$ cat config.mk
export PLATFORM = sky130hd
export DESIGN_NAME = pauli_diagonal_coefficients_flat
export DESIGN_NICKNAME = d
export VERILOG_FILES = /design/src/pdc_pkg.sv /design/src/pdc_in_if.sv /design/src/pdc_out_if.sv /design/src/pauli_diagonal_coefficients.sv /design/src/pdc_ctrl.sv /design/src/pdc_datapath.sv /design/src/flat_wrapper.sv
export SDC_FILE = /design/constraint.sdc
export NUM_CORES = 2
export LEC_CHECK = 0
export BUFFER_PORTS_ARGS = -buffer_cell sky130_fd_sc_hd__buf_2
export CAP_MARGIN = 20
export CORE_MARGIN = 10
export CORE_UTILIZATION = 25
export CTS_BUF_LIST = sky130_fd_sc_hd__clkbuf_8
export DETAILED_ROUTE_END_ITERATION = 8
export GPL_TIMING_DRIVEN = 0
export PLACE_DENSITY = 0.38
export SLEW_MARGIN = 40
export SYNTH_ARGS = -nofsm -noshare
export SYNTH_HDL_FRONTEND = slang
export SYNTH_SLANG_ARGS = --single-unit
$ cat constraint.sdc
create_clock -name clk_i -period 8.25 [get_ports clk_i]
set_input_delay 0.4125 -clock clk_i [delete_from_list [all_inputs] [get_ports clk_i]]
set_output_delay 0.4125 -clock clk_i [all_outputs]
set_load 0.03 [all_outputs]
$ cat src/pdc_pkg.sv
// ---------------------------------------------------------------------------
// pdc_pkg - shared types for the Pauli diagonal coefficient block
// Controller states, datapath command and status groups, register indexes.
// ---------------------------------------------------------------------------
package pdc_pkg;

  // Width of the qubit count register and its reset value
  localparam int unsigned QCNT_W     = 3;
  localparam logic [QCNT_W-1:0] QCNT_RESET = 3'd6;

  // Configuration register indexes
  localparam int unsigned CFG_IDX_W = 1;
  typedef enum logic [CFG_IDX_W-1:0] {
    CFG_QUBITS  = 1'b0,
    CFG_MIN_MAG = 1'b1
  } cfg_reg_e;

  // Controller states
  typedef enum logic [2:0] {
    ST_LOAD,
    ST_BF_RD,
    ST_BF_WA,
    ST_BF_WB,
    ST_EM_RD,
    ST_EM_EV,
    ST_FLUSH
  } pdc_state_e;

  // Buffer write data source
  typedef enum logic [1:0] {
    WR_SAMPLE,
    WR_SUM,
    WR_DIFF
  } wr_sel_e;

  // Controller to datapath
  typedef struct packed {
    logic    rd_en;
    logic    wr_en;
    wr_sel_e wr_sel;
    logic    latch_diag;
    logic    take_pend;
    logic    push_out;
    logic    push_last;
  } dp_cmd_t;

  // Datapath to controller
  typedef struct packed {
    logic qualify;
    logic pend_valid;
    logic slot_free;
  } dp_status_t;

endpackage

$ cat src/pdc_in_if.sv
// ---------------------------------------------------------------------------
// pdc_in_if - input channel
// One beat carries one diagonal element and its diagonal index.
// ---------------------------------------------------------------------------
interface pdc_in_if #(
  parameter int unsigned MAX_QUBITS   = 6,
  parameter int unsigned SAMPLE_WIDTH = 24
);
  logic                           valid;
  logic                           ready;
  logic [MAX_QUBITS-1:0]          diag_index;
  logic signed [SAMPLE_WIDTH-1:0] element;

  modport source (output valid, output diag_index, output element, input ready);
  modport sink   (input valid, input diag_index, input element, output ready);
endinterface

$ cat src/pdc_out_if.sv
// ---------------------------------------------------------------------------
// pdc_out_if - output channel
// One beat carries one Pauli coefficient, its code and the last flag.
// ---------------------------------------------------------------------------
interface pdc_out_if #(
  parameter int unsigned MAX_QUBITS   = 6,
  parameter int unsigned SAMPLE_WIDTH = 24
);
  logic                           valid;
  logic                           ready;
  logic signed [SAMPLE_WIDTH-1:0] coef_real;
  logic signed [SAMPLE_WIDTH-1:0] coef_imag;
  logic [2*MAX_QUBITS-1:0]        pauli_code;
  logic                           last;

  modport source (output valid, output coef_real, output coef_imag, output pauli_code,
                  output last, input ready);
  modport sink   (input valid, input coef_real, input coef_imag, input pauli_code,
                  input last, output ready);
endinterface

$ cat src/pauli_diagonal_coefficients.sv
// Operation: a diagonal of N = 2^n elements loads one beat per cycle; the
// transform runs n stages of N/2 butterflies, each a read, a sum write and a
// difference write on the single buffer write port; emission reads and checks
// each coefficient in turn, stalling while the output slot is held, then flushes
// the last pending one. Reset clears control state, configuration and the
// latched diagonal; the buffer holds no reset value and needs no clearing pass.
// ---------------------------------------------------------------------------
// pauli_diagonal_coefficients - Pauli coefficients of one XOR diagonal
// Loads the diagonal, runs a fast Walsh-Hadamard transform on a shared
// butterfly unit, scales by 1/N, applies the i^popcount phase and emits
// the coefficients that reach the magnitude threshold.
// ---------------------------------------------------------------------------
module pauli_diagonal_coefficients #(
  parameter int unsigned MAX_QUBITS   = 6,
  parameter int unsigned SAMPLE_WIDTH = 24
) (
  input  logic                          clk_i,
  input  logic                          rst_ni,
  input  logic                          cfg_we_i,
  input  logic [pdc_pkg::CFG_IDX_W-1:0] cfg_idx_i,
  input  logic [SAMPLE_WIDTH-2:0]       cfg_data_i,
  pdc_in_if.sink                        in_i,
  pdc_out_if.source                     out_o
);
  import pdc_pkg::*;

  localparam int unsigned AW = MAX_QUBITS;
  localparam int unsigned QW = $clog2(MAX_QUBITS + 1);

  dp_cmd_t    cmd;
  dp_status_t status;
  logic [QW-1:0] qubits;
  logic [AW-1:0] rd_addr_a, rd_addr_b, wr_addr, idx;

  // Sequencer
  pdc_ctrl #(
    .MAX_QUBITS(MAX_QUBITS)
  ) u_ctrl (
    .clk_i      (clk_i),
    .rst_ni     (rst_ni),
    .cfg_we_i   (cfg_we_i),
    .cfg_idx_i  (cfg_idx_i),
    .cfg_qcnt_i (cfg_data_i[QCNT_W-1:0]),
    .in_valid_i (in_i.valid),
    .in_ready_o (in_i.ready),
    .status_i   (status),
    .cmd_o      (cmd),
    .qubits_o   (qubits),
    .rd_addr_a_o(rd_addr_a),
    .rd_addr_b_o(rd_addr_b),
    .wr_addr_o  (wr_addr),
    .idx_o      (idx)
  );

  // Buffer, butterfly and coefficient path
  pdc_datapath #(
    .MAX_QUBITS  (MAX_QUBITS),
    .SAMPLE_WIDTH(SAMPLE_WIDTH)
  ) u_datapath (
    .clk_i      (clk_i),
    .rst_ni     (rst_ni),
    .cfg_we_i   (cfg_we_i),
    .cfg_idx_i  (cfg_idx_i),
    .cfg_data_i (cfg_data_i),
    .cmd_i      (cmd),
    .status_o   (status),
    .qubits_i   (qubits),
    .rd_addr_a_i(rd_addr_a),
    .rd_addr_b_i(rd_addr_b),
    .wr_addr_i  (wr_addr),
    .idx_i      (idx),
    .diag_i     (in_i.diag_index),
    .element_i  (in_i.element),
    .out_valid_o(out_o.valid),
    .out_ready_i(out_o.ready),
    .out_re_o   (out_o.coef_real),
    .out_im_o   (out_o.coef_imag),
    .out_code_o (out_o.pauli_code),
    .out_last_o (out_o.last)
  );

endmodule

$ cat src/pdc_ctrl.sv
// ---------------------------------------------------------------------------
// pdc_ctrl - sequencer
// Counts loads, walks the butterfly stages over the shared buffer and steps
// through the coefficients during emission.
// ---------------------------------------------------------------------------
module pdc_ctrl #(
  parameter int unsigned MAX_QUBITS = 6,
  parameter int unsigned AW         = MAX_QUBITS,
  parameter int unsigned QW         = $clog2(MAX_QUBITS + 1)
) (
  input  logic                          clk_i,
  input  logic                          rst_ni,
  input  logic                          cfg_we_i,
  input  logic [pdc_pkg::CFG_IDX_W-1:0] cfg_idx_i,
  input  logic [pdc_pkg::QCNT_W-1:0]    cfg_qcnt_i,
  input  logic                          in_valid_i,
  output logic                          in_ready_o,
  input  pdc_pkg::dp_status_t           status_i,
  output pdc_pkg::dp_cmd_t              cmd_o,
  output logic [QW-1:0]                 qubits_o,
  output logic [AW-1:0]                 rd_addr_a_o,
  output logic [AW-1:0]                 rd_addr_b_o,
  output logic [AW-1:0]                 wr_addr_o,
  output logic [AW-1:0]                 idx_o
);
  import pdc_pkg::*;

  pdc_state_e        state_q, state_d;
  logic [QCNT_W-1:0] qcnt_q, qcnt_d;
  logic [AW-1:0]     idx_q, idx_d;
  logic [QW-1:0]     stage_q, stage_d;

  logic [QW-1:0]     n_eff;
  logic [AW:0]       len_w;
  logic [AW-1:0]     len_m1;
  logic [AW-1:0]     half_m1;
  logic [AW-1:0]     hbit;
  logic [AW-1:0]     low_mask;
  logic [AW-1:0]     bf_lo;
  logic [AW-1:0]     bf_hi;
  logic              in_acc;
  logic              advance;
  logic              last_stage;

  // Clamp qubit count to the supported range
  always_comb begin
    if (qcnt_q == '0) begin
      n_eff = QW'(1);
    end else if (32'(qcnt_q) > MAX_QUBITS) begin
      n_eff = QW'(MAX_QUBITS);
    end else begin
      n_eff = QW'(qcnt_q);
    end
  end

  assign len_w      = (AW+1)'(1) << n_eff;
  assign len_m1     = AW'(len_w - (AW+1)'(1));
  assign half_m1    = len_m1 >> 1;
  assign last_stage = (stage_q == n_eff - QW'(1));

  // Butterfly pair: insert a zero at the stage bit of the pair counter
  assign hbit     = AW'(1) << stage_q;
  assign low_mask = hbit - AW'(1);
  assign bf_lo    = ((idx_q & ~low_mask) << 1) | (idx_q & low_mask);
  assign bf_hi    = bf_lo | hbit;

  assign in_ready_o = (state_q == ST_LOAD);
  assign in_acc     = in_valid_i && in_ready_o;
  assign advance    = !status_i.qualify || !status_i.pend_valid || status_i.slot_free;

  assign qubits_o    = n_eff;
  assign idx_o       = idx_q;
  assign rd_addr_a_o = (state_q == ST_BF_RD) ? bf_lo : idx_q;
  assign rd_addr_b_o = bf_hi;

  // Next state
  always_comb begin
    state_d = state_q;
    unique case (state_q)
      ST_LOAD: begin
        if (in_acc && idx_q == len_m1) state_d = ST_BF_RD;
      end
      ST_BF_RD: state_d = ST_BF_WA;
      ST_BF_WA: state_d = ST_BF_WB;
      ST_BF_WB: begin
        if (idx_q == half_m1 && last_stage) begin
          state_d = ST_EM_RD;
        end else begin
          state_d = ST_BF_RD;
        end
      end
      ST_EM_RD: state_d = ST_EM_EV;
      ST_EM_EV: begin
        if (advance) begin
          state_d = (idx_q == len_m1) ? ST_FLUSH : ST_EM_RD;
        end
      end
      ST_FLUSH: begin
        if (!status_i.pend_valid || status_i.slot_free) state_d = ST_LOAD;
      end
      default: state_d = ST_LOAD;
    endcase
  end

  // Counters and configuration
  always_comb begin
    idx_d   = idx_q;
    stage_d = stage_q;
    qcnt_d  = qcnt_q;
    unique case (state_q)
      ST_LOAD: begin
        stage_d = '0;
        if (in_acc) idx_d = (idx_q == len_m1) ? '0 : idx_q + AW'(1);
      end
      ST_BF_WB: begin
        if (idx_q == half_m1) begin
          idx_d   = '0;
          stage_d = stage_q + QW'(1);
        end else begin
          idx_d = idx_q + AW'(1);
        end
      end
      ST_EM_EV: begin
        if (advance) idx_d = (idx_q == len_m1) ? '0 : idx_q + AW'(1);
      end
      default: ;
    endcase
    // Drop any partial diagonal on a qubit count write
    if (cfg_we_i && cfg_idx_i == CFG_QUBITS) begin
      qcnt_d = cfg_qcnt_i;
      idx_d  = '0;
    end
  end

  // Command outputs
  always_comb begin
    cmd_o     = '0;
    wr_addr_o = idx_q;
    unique case (state_q)
      ST_LOAD: begin
        cmd_o.wr_en      = in_acc;
        cmd_o.wr_sel     = WR_SAMPLE;
        cmd_o.latch_diag = in_acc && idx_q == '0;
      end
      ST_BF_RD: cmd_o.rd_en = 1'b1;
      ST_BF_WA: begin
        cmd_o.wr_en  = 1'b1;
        cmd_o.wr_sel = WR_SUM;
        wr_addr_o    = bf_lo;
      end
      ST_BF_WB: begin
        cmd_o.wr_en  = 1'b1;
        cmd_o.wr_sel = WR_DIFF;
        wr_addr_o    = bf_hi;
      end
      ST_EM_RD: cmd_o.rd_en = 1'b1;
      ST_EM_EV: begin
        if (status_i.qualify) begin
          if (!status_i.pend_valid) begin
            cmd_o.take_pend = 1'b1;
          end else if (status_i.slot_free) begin
            cmd_o.take_pend = 1'b1;
            cmd_o.push_out  = 1'b1;
          end
        end
      end
      ST_FLUSH: begin
        if (status_i.pend_valid && status_i.slot_free) begin
          cmd_o.push_out  = 1'b1;
          cmd_o.push_last = 1'b1;
        end
      end
      default: ;
    endcase
  end

  // State and counter registers
  always_ff @(posedge clk_i or negedge rst_ni) begin
    if (!rst_ni) begin
      state_q <= ST_LOAD;
      qcnt_q  <= QCNT_RESET;
      idx_q   <= '0;
      stage_q <= '0;
    end else begin
      state_q <= state_d;
      qcnt_q  <= qcnt_d;
      idx_q   <= idx_d;
      stage_q <= stage_d;
    end
  end

`ifndef SYNTHESIS
  // Butterfly partners differ in exactly the stage bit
  a_bf_pair: assert property (@(posedge clk_i) disable iff (!rst_ni)
    state_q == ST_BF_RD |-> $onehot(rd_addr_a_o ^ rd_addr_b_o))
    else $error("butterfly pair addresses do not differ in one bit");

  // Stage counter stays within the active qubit count during the transform
  a_stage_range: assert property (@(posedge clk_i) disable iff (!rst_ni)
    (state_q == ST_BF_RD || state_q == ST_BF_WA || state_q == ST_BF_WB)
      |-> stage_q < n_eff)
    else $error("butterfly stage out of range");

  // Difference goes back to the upper address read in ST_BF_RD, before ST_BF_WA
  a_diff_addr: assert property (@(posedge clk_i) disable iff (!rst_ni)
    state_q == ST_BF_WB |-> wr_addr_o == $past(rd_addr_b_o, 2))
    else $error("butterfly difference written to wrong address");
`endif

endmodule

$ cat src/pdc_datapath.sv
// ---------------------------------------------------------------------------
// pdc_datapath - transform buffer and coefficient path
// Holds the sample buffer, the shared butterfly unit, scaling, phase,
// threshold, the pending coefficient and the output register.
// ---------------------------------------------------------------------------
module pdc_datapath #(
  parameter int unsigned MAX_QUBITS   = 6,
  parameter int unsigned SAMPLE_WIDTH = 24,
  parameter int unsigned AW           = MAX_QUBITS,
  parameter int unsigned QW           = $clog2(MAX_QUBITS + 1),
  parameter int unsigned BW           = SAMPLE_WIDTH + MAX_QUBITS,
  parameter int unsigned CW           = 2 * MAX_QUBITS
) (
  input  logic                           clk_i,
  input  logic                           rst_ni,
  input  logic                           cfg_we_i,
  input  logic [pdc_pkg::CFG_IDX_W-1:0]  cfg_idx_i,
  input  logic [SAMPLE_WIDTH-2:0]        cfg_data_i,
  input  pdc_pkg::dp_cmd_t               cmd_i,
  output pdc_pkg::dp_status_t            status_o,
  input  logic [QW-1:0]                  qubits_i,
  input  logic [AW-1:0]                  rd_addr_a_i,
  input  logic [AW-1:0]                  rd_addr_b_i,
  input  logic [AW-1:0]                  wr_addr_i,
  input  logic [AW-1:0]                  idx_i,
  input  logic [MAX_QUBITS-1:0]          diag_i,
  input  logic signed [SAMPLE_WIDTH-1:0] element_i,
  output logic                           out_valid_o,
  input  logic                           out_ready_i,
  output logic signed [SAMPLE_WIDTH-1:0] out_re_o,
  output logic signed [SAMPLE_WIDTH-1:0] out_im_o,
  output logic [CW-1:0]                  out_code_o,
  output logic                           out_last_o
);
  import pdc_pkg::*;

  localparam int unsigned DEPTH = 1 << AW;
  localparam int unsigned SW    = SAMPLE_WIDTH;
  localparam logic signed [BW-1:0] SMAX_B = {{(BW-SW+1){1'b0}}, {(SW-1){1'b1}}};
  localparam logic signed [BW-1:0] SMIN_B = {{(BW-SW+1){1'b1}}, {(SW-1){1'b0}}};
  localparam logic signed [SW-1:0] SMAX   = {1'b0, {(SW-1){1'b1}}};
  localparam logic signed [SW-1:0] SMIN   = {1'b1, {(SW-1){1'b0}}};

  logic signed [BW-1:0] mem [DEPTH];
  logic signed [BW-1:0] rd_a_q, rd_b_q;
  logic signed [BW-1:0] diff_q;
  logic signed [BW-1:0] wr_data;

  logic [SW-2:0]        min_mag_q;
  logic [AW-1:0]        diag_q;
  logic [AW:0]          len_w;
  logic [AW-1:0]        diag_mask;

  logic signed [BW-1:0] scaled;
  logic signed [SW-1:0] v;
  logic [SW-1:0]        mag;
  logic signed [SW-1:0] v_neg;
  logic signed [SW-1:0] v_ph;
  logic [1:0]           phase;
  logic [AW-1:0]        kmask;
  logic signed [SW-1:0] new_re, new_im;
  logic [CW-1:0]        new_code;

  logic                 pend_valid_q;
  logic signed [SW-1:0] pend_re_q, pend_im_q;
  logic [CW-1:0]        pend_code_q;
  logic                 out_valid_q;
  logic signed [SW-1:0] out_re_q, out_im_q;
  logic [CW-1:0]        out_code_q;
  logic                 out_last_q;
  logic                 slot_free;

  // Select buffer write data
  always_comb begin
    case (cmd_i.wr_sel)
      WR_SUM:  wr_data = rd_a_q + rd_b_q;
      WR_DIFF: wr_data = diff_q;
      default: wr_data = {{MAX_QUBITS{element_i[SW-1]}}, element_i};
    endcase
  end

  // Buffer: one write port, two registered read ports
  always_ff @(posedge clk_i) begin
    if (cmd_i.wr_en) mem[wr_addr_i] <= wr_data;
    if (cmd_i.rd_en) begin
      rd_a_q <= mem[rd_addr_a_i];
      rd_b_q <= mem[rd_addr_b_i];
    end
  end

  // Hold the butterfly difference for the second write
  always_ff @(posedge clk_i) begin
    if (cmd_i.wr_en && cmd_i.wr_sel == WR_SUM) diff_q <= rd_a_q - rd_b_q;
  end

  assign len_w     = (AW+1)'(1) << qubits_i;
  assign diag_mask = AW'(len_w - (AW+1)'(1));

  // Scale by 1/N with floor, then saturate to sample width
  assign scaled = rd_a_q >>> qubits_i;
  always_comb begin
    if (scaled > SMAX_B) begin
      v = SMAX;
    end else if (scaled < SMIN_B) begin
      v = SMIN;
    end else begin
      v = SW'(scaled);
    end
  end

  assign mag   = v[SW-1] ? SW'(-v) : SW'(v);
  assign v_neg = (v == SMIN) ? SMAX : -v;

  // Phase exponent: popcount(k & s) mod 4
  assign kmask = diag_q & idx_i;
  always_comb begin
    phase = '0;
    for (int b = 0; b < AW; b++) begin
      phase = phase + {1'b0, kmask[b]};
    end
  end

  assign v_ph   = phase[1] ? v_neg : v;
  assign new_re = phase[0] ? '0 : v_ph;
  assign new_im = phase[0] ? v_ph : '0;

  // Interleave s and k bits into Pauli digits
  always_comb begin
    for (int b = 0; b < AW; b++) begin
      new_code[2*b]   = idx_i[b];
      new_code[2*b+1] = diag_q[b];
    end
  end

  assign slot_free = !out_valid_q || out_ready_i;

  assign status_o.qualify    = (mag >= {1'b0, min_mag_q});
  assign status_o.pend_valid = pend_valid_q;
  assign status_o.slot_free  = slot_free;

  // Configuration and diagonal latch
  always_ff @(posedge clk_i or negedge rst_ni) begin
    if (!rst_ni) begin
      min_mag_q <= (SW-1)'(1);
      diag_q    <= '0;
    end else begin
      if (cfg_we_i && cfg_idx_i == CFG_MIN_MAG) min_mag_q <= cfg_data_i;
      if (cmd_i.latch_diag) diag_q <= diag_i & diag_mask;
    end
  end

  // Pending coefficient and output beat: control
  always_ff @(posedge clk_i or negedge rst_ni) begin
    if (!rst_ni) begin
      pend_valid_q <= 1'b0;
      out_valid_q  <= 1'b0;
    end else begin
      if (cmd_i.take_pend) begin
        pend_valid_q <= 1'b1;
      end else if (cmd_i.push_out) begin
        pend_valid_q <= 1'b0;
      end
      if (cmd_i.push_out) begin
        out_valid_q <= 1'b1;
      end else if (out_ready_i) begin
        out_valid_q <= 1'b0;
      end
    end
  end

  // Pending coefficient and output beat: payload
  always_ff @(posedge clk_i) begin
    if (cmd_i.take_pend) begin
      pend_re_q   <= new_re;
      pend_im_q   <= new_im;
      pend_code_q <= new_code;
    end
    if (cmd_i.push_out) begin
      out_re_q   <= pend_re_q;
      out_im_q   <= pend_im_q;
      out_code_q <= pend_code_q;
      out_last_q <= cmd_i.push_last;
    end
  end

  assign out_valid_o = out_valid_q;
  assign out_re_o    = out_re_q;
  assign out_im_o    = out_im_q;
  assign out_code_o  = out_code_q;
  assign out_last_o  = out_last_q;

`ifndef SYNTHESIS
  // Never overwrite a pending coefficient without moving it out
  a_pend_keep: assert property (@(posedge clk_i) disable iff (!rst_ni)
    cmd_i.take_pend && pend_valid_q |-> cmd_i.push_out)
    else $error("pending coefficient overwritten");

  // Only push into a free output slot, and only from a valid pending entry
  a_push_free: assert property (@(posedge clk_i) disable iff (!rst_ni)
    cmd_i.push_out |-> slot_free && pend_valid_q)
    else $error("output beat pushed into occupied slot or from empty pending");

  // Hold the output beat while it waits for ready
  a_out_hold: assert property (@(posedge clk_i) disable iff (!rst_ni)
    out_valid_q && !out_ready_i |=>
      out_valid_q && $stable({out_re_q, out_im_q, out_code_q, out_last_q}))
    else $error("output beat changed while waiting");
`endif

endmodule
$ cat src/flat_wrapper.sv
// flat-port wrapper written by rule: the top's interface ports become plain ports
module pauli_diagonal_coefficients_flat import pdc_pkg::*;
#(
  parameter int unsigned MAX_QUBITS   = 6,
  parameter int unsigned SAMPLE_WIDTH = 24
)
  (clk_i, rst_ni, cfg_we_i, cfg_idx_i, cfg_data_i, in_i_valid, in_i_diag_index, in_i_element, in_i_ready, out_o_valid, out_o_coef_real, out_o_coef_imag, out_o_pauli_code, out_o_last, out_o_ready);
  pdc_in_if #(.MAX_QUBITS(MAX_QUBITS), .SAMPLE_WIDTH(SAMPLE_WIDTH)) in_i_i ();
  pdc_out_if #(.MAX_QUBITS(MAX_QUBITS), .SAMPLE_WIDTH(SAMPLE_WIDTH)) out_o_i ();
  input  logic clk_i;
  input  logic rst_ni;
  input  logic cfg_we_i;
  input  logic [pdc_pkg::CFG_IDX_W-1:0] cfg_idx_i;
  input  logic [SAMPLE_WIDTH-2:0] cfg_data_i;
  input wire logic [$bits(in_i_i.valid)-1:0] in_i_valid;
  input wire logic [$bits(in_i_i.diag_index)-1:0] in_i_diag_index;
  input wire logic [$bits(in_i_i.element)-1:0] in_i_element;
  output wire logic [$bits(in_i_i.ready)-1:0] in_i_ready;
  output wire logic [$bits(out_o_i.valid)-1:0] out_o_valid;
  output wire logic [$bits(out_o_i.coef_real)-1:0] out_o_coef_real;
  output wire logic [$bits(out_o_i.coef_imag)-1:0] out_o_coef_imag;
  output wire logic [$bits(out_o_i.pauli_code)-1:0] out_o_pauli_code;
  output wire logic [$bits(out_o_i.last)-1:0] out_o_last;
  input wire logic [$bits(out_o_i.ready)-1:0] out_o_ready;
  assign in_i_i.valid = in_i_valid;
  assign in_i_i.diag_index = in_i_diag_index;
  assign in_i_i.element = in_i_element;
  assign in_i_ready = in_i_i.ready;
  assign out_o_valid = out_o_i.valid;
  assign out_o_coef_real = out_o_i.coef_real;
  assign out_o_coef_imag = out_o_i.coef_imag;
  assign out_o_pauli_code = out_o_i.pauli_code;
  assign out_o_last = out_o_i.last;
  assign out_o_i.ready = out_o_ready;
  pauli_diagonal_coefficients #(.MAX_QUBITS(MAX_QUBITS), .SAMPLE_WIDTH(SAMPLE_WIDTH)) u_core (.clk_i(clk_i), .rst_ni(rst_ni), .cfg_we_i(cfg_we_i), .cfg_idx_i(cfg_idx_i), .cfg_data_i(cfg_data_i), .in_i(in_i_i), .out_o(out_o_i));
endmodule
==> impl_results.md <==
- Slew @ Worst Pin: 1.027 ns
- Synth Cell Area: 106000 µm²
- Max-cap viol count: 0
- Total track usage: 0.1943
- Final nets: 7453
- Tcrit/Tclk final: 0.9455
- Die X: 671.2 µm
- Post-layout min period: 7.800 ns
- Comb pwr share: 0.547
- Placed wire-length estimate: 344600 µm
- Max-slew violations: 0
- DR WL/cell: 34.12 µm
- H-tree depth: 5
- Rel. slew slack: 0.3125
- RSZ-0062 raised after global routing: false
- Area after DPL: 122800 µm²
- Syn Area/Cell: 16.70 µm²
- Xor/xnor share of the synthesized area: 0.005618
- Most used flip-flop cell after synthesis: edfxtp_1
- Sequential cell area fraction in the yosys report: 0.6145
- Core Area: 423100 µm²
- TritonRoute pass-1 iters: 7
- Ys async rst share: 0.02113
- CTS tree: done
- Final hold slack: 0.1134 ns
- Via count: 68652
- Final hold violation count: 0
- Number of flops mapped to enable cells by yosys: 2131
- Type of the worst setup path: reg -> reg
- Iter 0 DRT Violations: 7812
- Top post-synthesis cells by area: edfxtp_1, mux4_2, nand2_1
- Maximum vdd drop: 253.2 µV
- Insertion delay to the later sink of the worst-skew pair: 1.17 ns
- Sequential share of power: 0.284
- IO buf count: 121
- Filler cell count: 41589
- Static leakage: 42.49 nW
- Clock share of power: 0.169
- Yosys warning count: 0
- Clock root cell: clkbuf_8
- Vias in the first global route: 70219
- Die height: 671.2 µm
- Status: finished, final reports clean
- Synth Area in Adders: 0.01206
- Total grt overflow: 0
- Most instantiated cells after synthesis: edfxtp_1, mux4_2, nand2_1, clkbuf_1, a211oi_1
- Initial core utilization: 0.2505
- Synthesized netlist cell count: 6349
- Compound-Gate Fraction of Synth Area: 0.07019
- Largest net degree at the start of global routing: 44
- Cells on worst reg2reg path: 24
- Most frequent cell after synthesis: edfxtp_1
- # rows: 239
- Syn Nets: 6507
- Post-Route WL: 453000 µm
- Largest family of logic cells by synthesized area: multiplexers
- Num CTS Buffers: 396
- Startpoint types: flop
- Worst clock skew: 0.1198 ns
- Hold Path Class: in -> reg
- Setup-failing EPs final: 0
- Switching Power: 26.72 mW
- Fmax: 0.1282 GHz
- Mux cell area share after synthesis: 0.2207
- Sw frac: 0.4555
- Layout area overhead: 23.69%
- Die area: 450500 µm²
- Worst Path Required: 9.05 ns
- Post-synth top area cell: edfxtp_1
- Crit Path Max Fanout: 22
- Netlist cell types: 106
- Initial antenna violation count: 36
- Hold Path Stages: 3
- # IOs: 122
- PwrDens: 447.3 nW/µm²
- Worst Path Arrival: 8.60 ns
- Final instance area: 131100 µm²
- Gpl congestion: 0.9737
- Ratio of cells with drive above 1 in the final layout: 0.3311
- Register bit total from synthesis: 2177
- Detail Route Antenna Nets: 0
- Internal: 31.94 mW
- Via/cell ratio: 5.170
- Total number of clock tree sinks: 2177
- Maximum clock path buffer count: 4
- First-pass GRT wire length: 611700 µm
- Critical Path Sink Type: flop
- Simple-gate area share of the yosys netlist: 0.05378
- Top-area cell type share of the netlist area: 0.6036
- Remaining DRCs: 0
- Worst-path clk slew: 0.06 ns
## routing by layer
metal,global-route usage,wire [µm]
met1,0.2602,190500
met2,0.3138,212300
met3,0.03852,32590
met4,0.06757,17390
met5,0.004313,285
## cells by family (layout without fill, tap and decap cells)
logic type | Yosys count | count (layout)
fa+ha+maj | 100 | 100
compound gates | 1046 | 1046
flops | 2177 | 2177
other cells | 0 | 18
mux | 1122 | 1122
xor+xnor | 68 | 68
simple gates | 1216 | 1216
buf+inv | 620 | 1868
## sequential cells by signal, indices dropped and copies added, names as in the netlist, 6 cells and up
name / flops
u_core.u_datapath.rd_b_q: 30
u_core.u_datapath.diag_q: 6
u_core.u_datapath.mem: 1920
u_core.u_datapath.min_mag_q: 23
u_core.u_datapath.out_code_o: 12
u_core.u_datapath.out_re_o: 24
u_core.u_datapath.pend_code_q: 12
u_core.u_datapath.diff_q: 30
u_core.u_ctrl.idx_o: 6
u_core.u_datapath.pend_re_q: 24
u_core.u_datapath.pend_im_q: 24
u_core.u_datapath.out_im_o: 24
u_core.u_datapath.rd_a_q: 30
## metrics by stage
step	total power, mW	util	TNS [ns]	std cells	setup slack [ns]
5_1_grt	60.82	0.3098	0	13261	0.01061
2_1_floorplan	31.90	-	0	6349	0.2347
3_3_place_gp	45.47	0.2687	-6366.52	12133	-5.411
3_5_place_dp	48.72	0.2903	-15.19	12470	-0.3221
6_report	58.66	0.3099	0	13278	0.4496
4_1_cts	58.80	0.3097	0	13259	0.08410
## cell type report
| class | count | area, µm² | share of cell area |
|---|---|---|---|
| Clock buffer | 405 | 5574 | 0.04251 |
| Timing Repair Buffer | 549 | 7934 | 0.06050 |
| Antenna cell | 18 | 45.04 | 0.0003435 |
| Tap cell | 5663 | 7086 | 0.05403 |
| Sequential cell | 2177 | 65150 | 0.4968 |
| Multi-Input combinational cell | 3552 | 40970 | 0.3124 |
| Clock inverter | 295 | 1685 | 0.01285 |
| Buffer | 495 | 2225 | 0.01697 |
| Inverter | 124 | 465.4 | 0.003550 |
## power groups by stage
stage               Sequential (mW)  Combinational, mW  Clock [mW]
global route                   16.7               33.5        10.7
CTS                            16.6               32.0        10.2
finish                         16.6               32.1        9.91
floorplan                      16.9               15.0           0
detailed placement             16.9               31.9           0
global placement               17.9               27.5           0
## worst max-delay path, cell delays in order, from the launching register on
cell and delay (ns):
edfxtp_1 0.74, nor4_1 0.36, a311oi_1 0.08, a31oi_1 0.37, o211a_4 0.34, buf_2 0.25, nor2_1 0.16, clkbuf_1 0.32
o21ai_2 0.50, ha_2 0.42, o2111ai_4 0.29, o31ai_4 0.47, o21ai_1 0.27, a31o_2 0.31, a21oi_1 0.37, ha_1 0.21
nand4_1 0.13, a211o_1 0.24, nand3_1 0.07, a31oi_1 0.06, o21ai_0 0.31, a21boi_0 0.25, nor2_4 0.39, buf_8 0.25
buf_8 0.22
## placed cells by master, fill, tap and decap left out, drive strengths merged, types with 40 or more instances in the layout
| cell type | synthesis | final |
|---|---|---|
| edfxtp | 2131 | 2131 |
| mux4 | 965 | 965 |
| clkbuf | 305 | 711 |
| buf | 191 | 650 |
| nand2 | 576 | 576 |
| inv | 124 | 266 |
| a211oi | 258 | 258 |
| and2 | 238 | 238 |
| nor2 | 192 | 192 |
| a21oi | 172 | 172 |
| a31oi | 138 | 138 |
| clkinv | 0 | 132 |
| o21ai | 116 | 116 |
| ha | 95 | 95 |
| dlygate4sd3 | 0 | 88 |
| mux2i | 84 | 84 |
| mux2 | 73 | 73 |
| a311oi | 63 | 63 |
| xnor2 | 59 | 59 |
| dfrtp | 43 | 43 |
| and3 | 40 | 40 |
| nand3 | 40 | 40 |
## worst paths after layout
path,start,end,slack [ns]
worst max-delay path,u_core.u_datapath.rd_a_q[26],u_core.u_datapath.out_im_o[14],0.45
worst min-delay path,cfg_data_i[13],u_core.u_datapath.min_mag_q[13],0.11
worst max register to register,u_core.u_datapath.rd_a_q[26],u_core.u_datapath.out_im_o[14],0.45
worst min register to register,u_core.u_datapath.pend_re_q[16],u_core.u_datapath.out_re_o[16],0.38
max in group asynchronous,rst_ni,u_core.u_ctrl.state_q[2],7.57
min in group asynchronous,rst_ni,u_core.u_ctrl.qcnt_q[2],0.42
## repair_timing
| action | 4_1_cts | 5_1_grt |
|---|---|---|
| setup buffers | 0 | 0 |
| hold buffers | 89 | 0 |
| setup endpoints to repair | 96 | 96 |
| resized for setup | 2 | 3 |
| pin swaps | 0 | 0 |
| hold endpoints to repair | 577 | 0 |
Note: power is estimated with default switching activity, not from simulation.
